### config.mk
export PLATFORM = sky130hd
export DESIGN_NAME = piecewise_linear_interpolator_core_flat
export DESIGN_NICKNAME = d
export VERILOG_FILES = /design/src/hdl/plin_pkg.sv /design/src/hdl/plin_cfg_if.sv /design/src/hdl/plin_item_if.sv /design/src/hdl/plin_result_if.sv /design/src/hdl/plin_ctrl.sv /design/src/hdl/plin_datapath.sv /design/src/hdl/piecewise_linear_interpolator_core.sv /design/src/flat_wrapper.sv
export SDC_FILE = /design/constraint.sdc
export NUM_CORES = 2
export LEC_CHECK = 0
export ABC_AREA = 0
export BUFFER_PORTS_ARGS = -buffer_cell sky130_fd_sc_hd__buf_4
export CAP_MARGIN = 20
export CORE_MARGIN = 2
export CORE_UTILIZATION = 55
export CTS_BUF_LIST = sky130_fd_sc_hd__clkbuf_8
export DETAILED_ROUTE_END_ITERATION = 12
export GPL_ROUTABILITY_DRIVEN = 0
export PLACE_DENSITY = 0.78
export SLEW_MARGIN = 20
export SYNTH_ARGS = -nofsm -noshare
export SYNTH_HDL_FRONTEND = slang
export SYNTH_SLANG_ARGS = --single-unit
### constraint.sdc
create_clock -name clk -period 18.9 [get_ports clk]
set_input_delay 1.89 -clock clk [delete_from_list [all_inputs] [get_ports clk]]
set_output_delay 1.89 -clock clk [all_outputs]
set_load 0.02 [all_outputs]
### src/hdl/plin_pkg.sv
// Shared constants, types and control structs of the piecewise linear interpolator.
package plin_pkg;

  localparam int MAX_KNOTS = 16;
  localparam int IDX_W     = $clog2(MAX_KNOTS);
  localparam int CNT_W     = 5;
  localparam int DATA_W    = 32;
  localparam int PROD_W    = 2 * DATA_W;
  localparam int DIV_STEPS = DATA_W;
  localparam int DCNT_W    = $clog2(DIV_STEPS);

  localparam logic KIND_LOAD  = 1'b0;
  localparam logic KIND_QUERY = 1'b1;
  localparam logic STATUS_OK  = 1'b0;
  localparam logic STATUS_OOR = 1'b1;

  typedef logic signed [DATA_W-1:0] data_t;
  typedef logic [IDX_W-1:0]         idx_t;
  typedef logic [CNT_W-1:0]         count_t;

  localparam count_t KNOT_COUNT_RST = count_t'(2);
  localparam count_t KNOT_COUNT_MAX = count_t'(MAX_KNOTS);

  typedef enum logic [2:0] {
    S_IDLE,
    S_SCAN,
    S_PREP,
    S_MUL,
    S_DIV,
    S_FIN
  } plin_state_t;

  typedef struct packed {
    logic wr_knot;
    logic start;
    logic scan;
    logic prep;
    logic mul;
    logic div_step;
    logic load_res;
  } plin_cmd_t;

  typedef struct packed {
    logic exact_fnd;
    logic seg_fnd;
    logic scan_end;
    logic div_last;
    logic out_free;
  } plin_stat_t;

endpackage

### src/hdl/plin_cfg_if.sv
// Configuration write channel carrying the knot count.
interface plin_cfg_if;
  import plin_pkg::*;
  logic   valid;
  logic   ready;
  count_t knot_count;
  modport source (output valid, output knot_count, input ready);
  modport sink (input valid, input knot_count, output ready);
endinterface

### src/hdl/plin_item_if.sv
// Input item channel: knot loads and queries.
interface plin_item_if;
  import plin_pkg::*;
  logic  valid;
  logic  ready;
  logic  kind;
  idx_t  knot_index;
  data_t value_x;
  data_t value_y;
  logic  last_query;
  modport source (output valid, output kind, output knot_index, output value_x,
                  output value_y, output last_query, input ready);
  modport sink (input valid, input kind, input knot_index, input value_x,
                input value_y, input last_query, output ready);
endinterface

### src/hdl/plin_result_if.sv
// Result item channel: interpolated value, status and batch end mark.
interface plin_result_if;
  import plin_pkg::*;
  logic  valid;
  logic  ready;
  data_t result_y;
  logic  status;
  logic  last;
  modport source (output valid, output result_y, output status, output last, input ready);
  modport sink (input valid, input result_y, input status, input last, output ready);
endinterface

### src/hdl/plin_ctrl.sv
// Controller state machine sequencing load, scan, multiply, divide and result steps.
module plin_ctrl (
  input  logic                clk,
  input  logic                rst,
  input  logic                in_valid,
  input  logic                in_kind,
  output logic                in_ready,
  input  plin_pkg::plin_stat_t stat,
  output plin_pkg::plin_cmd_t  cmd
);
  import plin_pkg::*;

  plin_state_t state;
  plin_state_t state_next;

  always_ff @(posedge clk) begin
    if (rst) begin
      state <= S_IDLE;
    end else begin
      state <= state_next;
    end
  end

  always_comb begin
    state_next = state;
    unique case (state)
      S_IDLE: begin
        if (in_valid && in_kind == KIND_QUERY) state_next = S_SCAN;
      end
      S_SCAN: begin
        if (stat.exact_fnd) begin
          state_next = S_FIN;
        end else if (stat.scan_end) begin
          state_next = stat.seg_fnd ? S_PREP : S_FIN;
        end
      end
      S_PREP: state_next = S_MUL;
      S_MUL:  state_next = S_DIV;
      S_DIV: begin
        if (stat.div_last) state_next = S_FIN;
      end
      S_FIN: begin
        if (stat.out_free) state_next = S_IDLE;
      end
      default: state_next = S_IDLE;
    endcase
  end

  always_comb begin
    cmd      = '0;
    in_ready = 1'b0;
    unique case (state)
      S_IDLE: begin
        in_ready    = 1'b1;
        cmd.wr_knot = in_valid && in_kind == KIND_LOAD;
        cmd.start   = in_valid && in_kind == KIND_QUERY;
      end
      S_SCAN:  cmd.scan     = 1'b1;
      S_PREP:  cmd.prep     = 1'b1;
      S_MUL:   cmd.mul      = 1'b1;
      S_DIV:   cmd.div_step = 1'b1;
      S_FIN:   cmd.load_res = stat.out_free;
      default: cmd          = '0;
    endcase
  end

endmodule

### src/hdl/plin_datapath.sv
// Datapath: knot memories, segment scan, multiplier, restoring divider and result register.
module plin_datapath (
  input  logic                 clk,
  input  logic                 rst,
  input  plin_pkg::plin_cmd_t  cmd,
  output plin_pkg::plin_stat_t stat,
  input  logic                 cfg_wr,
  input  plin_pkg::count_t     cfg_count,
  input  plin_pkg::idx_t       in_knot_index,
  input  plin_pkg::data_t      in_x,
  input  plin_pkg::data_t      in_y,
  input  logic                 in_last,
  output logic                 res_valid,
  input  logic                 res_ready,
  output plin_pkg::data_t      res_y,
  output logic                 res_status,
  output logic                 res_last
);
  import plin_pkg::*;

  data_t mem_x [MAX_KNOTS];
  data_t mem_y [MAX_KNOTS];

  count_t knot_count;
  count_t eff_count;
  count_t idx;
  logic   rd_en;
  logic   rd_vld;
  data_t  rd_x;
  data_t  rd_y;
  data_t  qx;
  logic   qlast;
  logic   prev_vld;
  data_t  prev_x;
  data_t  prev_y;
  logic   exact_fnd;
  data_t  exact_y;
  logic   seg_fnd;
  data_t  sj_x;
  data_t  sj_y;
  data_t  sk_x;
  data_t  sk_y;

  logic              neg;
  logic [DATA_W-1:0] mag;
  logic [DATA_W-1:0] span_t;
  logic [DATA_W-1:0] span_dx;
  logic [DATA_W:0]   dy_w;
  logic [DATA_W:0]   dy_neg;
  logic [DATA_W:0]   t_w;
  logic [DATA_W:0]   dx_w;
  logic [PROD_W-1:0] prod_w;
  logic [DATA_W-1:0] rem;
  logic [DATA_W-1:0] quo;
  logic [DCNT_W-1:0] dcnt;
  logic [DATA_W:0]   trial;
  logic [DATA_W:0]   diff;
  logic              ge;
  data_t             seg_y;

  assign eff_count = (knot_count > KNOT_COUNT_MAX) ? KNOT_COUNT_MAX : knot_count;
  assign rd_en     = idx < eff_count;

  always_ff @(posedge clk) begin
    if (rst) begin
      knot_count <= KNOT_COUNT_RST;
    end else if (cfg_wr) begin
      knot_count <= cfg_count;
    end
  end

  always_ff @(posedge clk) begin
    if (cmd.wr_knot) begin
      mem_x[in_knot_index] <= in_x;
      mem_y[in_knot_index] <= in_y;
    end
  end

  always_ff @(posedge clk) begin
    if (cmd.scan && rd_en) begin
      rd_x <= mem_x[idx[IDX_W-1:0]];
      rd_y <= mem_y[idx[IDX_W-1:0]];
    end
  end

  always_ff @(posedge clk) begin
    if (rst) begin
      idx       <= '0;
      rd_vld    <= 1'b0;
      prev_vld  <= 1'b0;
      exact_fnd <= 1'b0;
      seg_fnd   <= 1'b0;
    end else if (cmd.start) begin
      qx        <= in_x;
      qlast     <= in_last;
      idx       <= '0;
      rd_vld    <= 1'b0;
      prev_vld  <= 1'b0;
      exact_fnd <= 1'b0;
      seg_fnd   <= 1'b0;
    end else if (cmd.scan) begin
      rd_vld <= rd_en;
      if (rd_en) idx <= idx + count_t'(1);
      if (rd_vld) begin
        if (!exact_fnd && rd_x == qx) begin
          exact_fnd <= 1'b1;
          exact_y   <= rd_y;
        end
        if (prev_vld && !seg_fnd && prev_x < qx && qx < rd_x) begin
          seg_fnd <= 1'b1;
          sj_x    <= prev_x;
          sj_y    <= prev_y;
          sk_x    <= rd_x;
          sk_y    <= rd_y;
        end
        prev_x   <= rd_x;
        prev_y   <= rd_y;
        prev_vld <= 1'b1;
      end
    end
  end

  assign dy_w   = {sk_y[DATA_W-1], sk_y} - {sj_y[DATA_W-1], sj_y};
  assign dy_neg = '0 - dy_w;
  assign t_w    = {qx[DATA_W-1], qx} - {sj_x[DATA_W-1], sj_x};
  assign dx_w   = {sk_x[DATA_W-1], sk_x} - {sj_x[DATA_W-1], sj_x};
  assign prod_w = PROD_W'(mag) * PROD_W'(span_t);
  assign trial  = {rem, quo[DATA_W-1]};
  assign diff   = trial - {1'b0, span_dx};
  assign ge     = trial >= {1'b0, span_dx};
  assign seg_y  = neg ? (sj_y - data_t'(quo)) : (sj_y + data_t'(quo));

  always_ff @(posedge clk) begin
    if (cmd.prep) begin
      neg     <= dy_w[DATA_W];
      mag     <= dy_w[DATA_W] ? dy_neg[DATA_W-1:0] : dy_w[DATA_W-1:0];
      span_t  <= t_w[DATA_W-1:0];
      span_dx <= dx_w[DATA_W-1:0];
    end
    if (cmd.mul) begin
      rem  <= prod_w[PROD_W-1:DATA_W];
      quo  <= prod_w[DATA_W-1:0];
      dcnt <= '0;
    end else if (cmd.div_step) begin
      rem  <= ge ? diff[DATA_W-1:0] : trial[DATA_W-1:0];
      quo  <= {quo[DATA_W-2:0], ge};
      dcnt <= dcnt + DCNT_W'(1);
    end
  end

  always_ff @(posedge clk) begin
    if (rst) begin
      res_valid <= 1'b0;
    end else if (cmd.load_res) begin
      res_valid <= 1'b1;
    end else if (res_ready) begin
      res_valid <= 1'b0;
    end
  end

  always_ff @(posedge clk) begin
    if (cmd.load_res) begin
      res_last <= qlast;
      if (exact_fnd) begin
        res_y      <= exact_y;
        res_status <= STATUS_OK;
      end else if (seg_fnd) begin
        res_y      <= seg_y;
        res_status <= STATUS_OK;
      end else begin
        res_y      <= '0;
        res_status <= STATUS_OOR;
      end
    end
  end

  assign stat.exact_fnd = exact_fnd;
  assign stat.seg_fnd   = seg_fnd;
  assign stat.scan_end  = !rd_vld && !rd_en;
  assign stat.div_last  = dcnt == DCNT_W'(DIV_STEPS - 1);
  assign stat.out_free  = !res_valid || res_ready;

endmodule

### src/hdl/piecewise_linear_interpolator_core.sv
// Piecewise linear interpolator top level: controller, datapath and channel wiring.
//
// Channels: cfg writes the knot count (always ready, reset value 2, values
// above 16 act as 16). item carries loads (kind 0) and queries (kind 1).
// result carries one item per query: result_y, status (1 = out of range,
// result_y zero) and last, a copy of last_query.
// A load writes knot slot knot_index; it gives no result. A query scans
// the knot memory one slot per cycle (registered read) and ends early
// when an exact knot match is found. A segment hit then forms the
// differences, passes through the 32x32 multiplier and the restoring
// divider, one quotient bit per cycle, and then loads the result
// register; an exact match or a miss skips the division and goes
// straight to loading the result. Once the result register is loaded,
// the next item can be taken in the cycle after.
// One query is in flight at a time; item.ready is high only while idle.
// The result register holds its item while result.ready is low; the block
// takes loads meanwhile and stalls a finished query until the register
// frees. Reset is synchronous; it empties the result register and
// restores the knot count, and the knot memory keeps undefined contents.
module piecewise_linear_interpolator_core (
  input  logic          clk,
  input  logic          rst,
  plin_cfg_if.sink      cfg,
  plin_item_if.sink     item,
  plin_result_if.source result
);
  import plin_pkg::*;

  plin_cmd_t  cmd;
  plin_stat_t stat;

  assign cfg.ready = 1'b1;

  plin_ctrl u_ctrl (
    .clk      (clk),
    .rst      (rst),
    .in_valid (item.valid),
    .in_kind  (item.kind),
    .in_ready (item.ready),
    .stat     (stat),
    .cmd      (cmd)
  );

  plin_datapath u_datapath (
    .clk           (clk),
    .rst           (rst),
    .cmd           (cmd),
    .stat          (stat),
    .cfg_wr        (cfg.valid),
    .cfg_count     (cfg.knot_count),
    .in_knot_index (item.knot_index),
    .in_x          (item.value_x),
    .in_y          (item.value_y),
    .in_last       (item.last_query),
    .res_valid     (result.valid),
    .res_ready     (result.ready),
    .res_y         (result.result_y),
    .res_status    (result.status),
    .res_last      (result.last)
  );

  a_oor_zero: assert property (@(posedge clk) disable iff (rst)
    result.valid && result.status == STATUS_OOR |-> result.result_y == '0)
    else $error("out of range result carries nonzero value");

  a_load_free: assert property (@(posedge clk) disable iff (rst)
    cmd.load_res |-> stat.out_free)
    else $error("result loaded into occupied register");

  a_query_busy: assert property (@(posedge clk) disable iff (rst)
    item.valid && item.ready && item.kind == KIND_QUERY |=> !item.ready)
    else $error("new item taken while query in flight");

endmodule
### src/flat_wrapper.sv
// flat-port wrapper written by rule: the top's interface ports become plain ports
module piecewise_linear_interpolator_core_flat import plin_pkg::*;
  (clk, rst, cfg_valid, cfg_knot_count, cfg_ready, item_valid, item_kind, item_knot_index, item_value_x, item_value_y, item_last_query, item_ready, result_valid, result_result_y, result_status, result_last, result_ready);
  plin_cfg_if cfg_i ();
  plin_item_if item_i ();
  plin_result_if result_i ();
  input  logic clk;
  input  logic rst;
  input wire logic [$bits(cfg_i.valid)-1:0] cfg_valid;
  input wire logic [$bits(cfg_i.knot_count)-1:0] cfg_knot_count;
  output wire logic [$bits(cfg_i.ready)-1:0] cfg_ready;
  input wire logic [$bits(item_i.valid)-1:0] item_valid;
  input wire logic [$bits(item_i.kind)-1:0] item_kind;
  input wire logic [$bits(item_i.knot_index)-1:0] item_knot_index;
  input wire logic [$bits(item_i.value_x)-1:0] item_value_x;
  input wire logic [$bits(item_i.value_y)-1:0] item_value_y;
  input wire logic [$bits(item_i.last_query)-1:0] item_last_query;
  output wire logic [$bits(item_i.ready)-1:0] item_ready;
  output wire logic [$bits(result_i.valid)-1:0] result_valid;
  output wire logic [$bits(result_i.result_y)-1:0] result_result_y;
  output wire logic [$bits(result_i.status)-1:0] result_status;
  output wire logic [$bits(result_i.last)-1:0] result_last;
  input wire logic [$bits(result_i.ready)-1:0] result_ready;
  assign cfg_i.valid = cfg_valid;
  assign cfg_i.knot_count = cfg_knot_count;
  assign cfg_ready = cfg_i.ready;
  assign item_i.valid = item_valid;
  assign item_i.kind = item_kind;
  assign item_i.knot_index = item_knot_index;
  assign item_i.value_x = item_value_x;
  assign item_i.value_y = item_value_y;
  assign item_i.last_query = item_last_query;
  assign item_ready = item_i.ready;
  assign result_valid = result_i.valid;
  assign result_result_y = result_i.result_y;
  assign result_status = result_i.status;
  assign result_last = result_i.last;
  assign result_i.ready = result_ready;
  piecewise_linear_interpolator_core u_core (.clk(clk), .rst(rst), .cfg(cfg_i), .item(item_i), .result(result_i));
endmodule
==> metrics <==
cts hold-fix bufs 0; final setup violation count 0; Power Total between 7 and 8 mW; antenna violations before repair 19; CTS tree built; max-slew violation count 0; initial drt markers 5770; clk sinks 1563; drt drc 0; commonest non-fill, non-tap cell in the layout edfxtp_1; Die X 431.0 um; WHS 0.4097 ns; Critical Path, Cell by Cell and2_1 -> fa_1 -> fa_1 -> fa_1 -> inv_1 -> fa_1 -> inv_1 -> fa_1 -> inv_1 -> fa_1 -> inv_1 -> fa_1 -> fa_1 -> ha_1 -> a2111o_1 -> o221ai_1 -> o211a_1 -> a211oi_2 -> o31ai_1 -> o31ai_2 -> o41a_1 -> a21oi_1 -> xor2_1 -> a21oi_1; adder-cell share of the synthesized area 24.13%; Req. time, crit path 19.53 ns; Antenna Violating Nets Remaining 0; fmax 109.9 MHz; Cell variety after synth 88; P_leak 43.02 nW; Worst path slowest cell edfxtp_1; Initial Utilization 55.41%; Bufs and invs on worst path 4; Tmin final between 9 and 10 ns; Area Overhead vs Synth 8.060%; Core Rows around 160; maximum clock insertion buffer count 3; Syn Inst Count 7563; slowest stage delay, CP 1.05 ns; dpl cells 9822; Hold Crit Class reg -> reg; CTS Buf Count 216; GRT Overall Usage 25.44%; async set or reset register ratio after synthesis 0%; crit path DAT 9.73 ns; synthesized net count 9036; simple-gate share of the synthesized area 8.876%; Detailed Route WL 231800 um; Seq/Total Area, Yosys 46.58%; I/O pins 117; status complete, no violations; Reg2Reg Setup Slack 9.80 ns; Fin. Hold Viols 0; Yosys reg bits 1563; RSZ-0062 raised after global routing false; 1st-pass router iterations 6; largest net degree at the start of global routing 97; Final period util 48.14%; fin nets 9153; mux contribution to synthesized area 7.450%; worst rel slew slack 20.41%; vias per inst 5.882; Compound-Gate Fraction of Synth Area 5.486%; CP max FO 32; max-cap violation count 0; post_cts resized 0; Mapped Area 100300 um^2; Worst path most repeated cell fa_1; delay-heaviest family, CP adder cells; main combinational cell family by area after synthesis adder cells; synth warn 0; PD cells ~65 nW/um^2; number of global-route vias before repair 64060; DIE AREA 185700 um^2; DR WL/cell ~23 um; Core Area 180900 um^2; Crit. End Element flop; chip height 431.0 um; most frequent cells in the layout edfxtp_1 (1540), inv_1 (1102), fa_1 (901), nand2_1 (637), and2_1 (608); clock latency on the worst-skew pair 0.95 ns; gr ovfl total 0; XOR/XNOR Fraction of Synth Area 2.279%; Worst Clk Skew ~0.049 ns; first-pass GRT wire length 365100 um; syn_area_per_cell approximately 13 um^2; number of H-tree levels 4; IR drop worst, VDD 0.00007479 V; Worst-path clk slew 0.08 ns; clk root buf clkbuf_8; setup TNS 0 ns; EDFF count, synth 1540; setup bufs post-CTS 0; Setup CP Type reg -> reg; Port Buffer Count 115; Post-Layout Cell Count 10240; hpwl dp 163500 um; CP Launch Type flop; share of cells above drive strength 1 11.60%; Least-Margin Pin Slew approximately 1.2 ns; Vias 60220; Most used DFF post-synth edfxtp_1
power by group:
part           leakage [nW]  switching [mW]  internal, mW
clock                  2.40            1.28          1.32
combinational          26.5           0.277         0.238
sequential             14.1          0.0577          3.88
total                  43.0            1.61          5.44
area by class of cell:
type / instances / area [um^2]
timing repair buffer: 230 / 1827
clock buffer: 216 / 2973
fill: 13090 / 72590
multi-input combinational: 4614 / 48540
sequential: 1563 / 46720
clock inverter: 182 / 1346
inverter: 1055 / 3960
antenna: 8 / 20.02
tap: 2370 / 2965
Yosys cell counts (all sizes together) (145+ instances only):
master	count	area, um^2
xnor2	173	1523
clkbuf	302	1134
nor2	194	728.2
edfxtp	1540	46240
a21o	145	1089
nand2	638	2395
o21ai	174	885.8
inv	1055	3960
fa	901	18040
mux4	320	7207
a21oi	254	1279
and2	608	3804
ha	492	6156
per-layer routing:
layer / vias up / global-route usage (%) / wire length (um)
li1: 26280 / - / -
met1: 30830 / 33.29 / 90100
met2: 2634 / 42.95 / 116000
met3: 459 / 4.486 / 17730
met4: 16 / 9.088 / 7914
met5: - / 0 / 104
cells by family (layout without fill, tap and decap cells):
kind of cell | Yosys count | count (layout)
adders and majority gates | 1393 | 1393
muxes | 346 | 346
xor gates and xnor gates | 260 | 260
buffers and inverters | 1386 | 1683
other | 1 | 9
DFF | 1563 | 1563
and+or+nand+nor | 1757 | 1757
AOI/OAI and AO/OA | 857 | 857
registers in the layout, summed over array words and instances, names as in the netlist, 3 cells and up:
name and cells:
u_core.u_datapath.prev_y 32, u_core.u_datapath.knot_count 5, u_core.u_datapath.mag 32, u_core.u_datapath.sk_y 32, u_core.u_datapath.sk_x 32, u_core.u_datapath.span_t 32, u_core.u_datapath.prev_x 32, u_core.u_datapath.qx 32
u_core.u_datapath.sj_x 32, u_core.u_datapath.span_dx 32, u_core.u_datapath.rd_y 32, u_core.u_datapath.sj_y 32, u_core.u_datapath.exact_y 32, u_core.u_datapath.res_y 32, u_core.u_ctrl.state 3, u_core.u_datapath.mem_y 512
u_core.u_datapath.mem_x 512, u_core.u_datapath.rem 32, u_core.u_datapath.rd_x 32, u_core.u_datapath.dcnt 5, u_core.u_datapath.quo 32, u_core.u_datapath.idx 5
final timing paths:
kind / startpoint / cells past startpoint / endpoint
min reg2reg: u_core.u_datapath.prev_y[1] / 0 / u_core.u_datapath.sj_y[1]
max reg2reg: u_core.u_datapath.span_t[6] / 24 / u_core.u_datapath.rem[30]
max: u_core.u_datapath.span_t[6] / 24 / u_core.u_datapath.rem[30]
min: u_core.u_datapath.prev_y[1] / 0 / u_core.u_datapath.sj_y[1]
through the flow:
stage | cell area [um^2] | setup WS (ns) | utilization [%]
floorplan | 100300 | 4.765 | -
global placement | 103800 | 9.903 | 57.39
detailed placement | 103900 | 9.820 | 57.40
CTS | 108200 | 9.780 | 59.78
global route | 108300 | 9.500 | 59.88
finish | 108300 | 9.802 | 59.88
No activity file was read; power rests on OpenSTA's default activity.
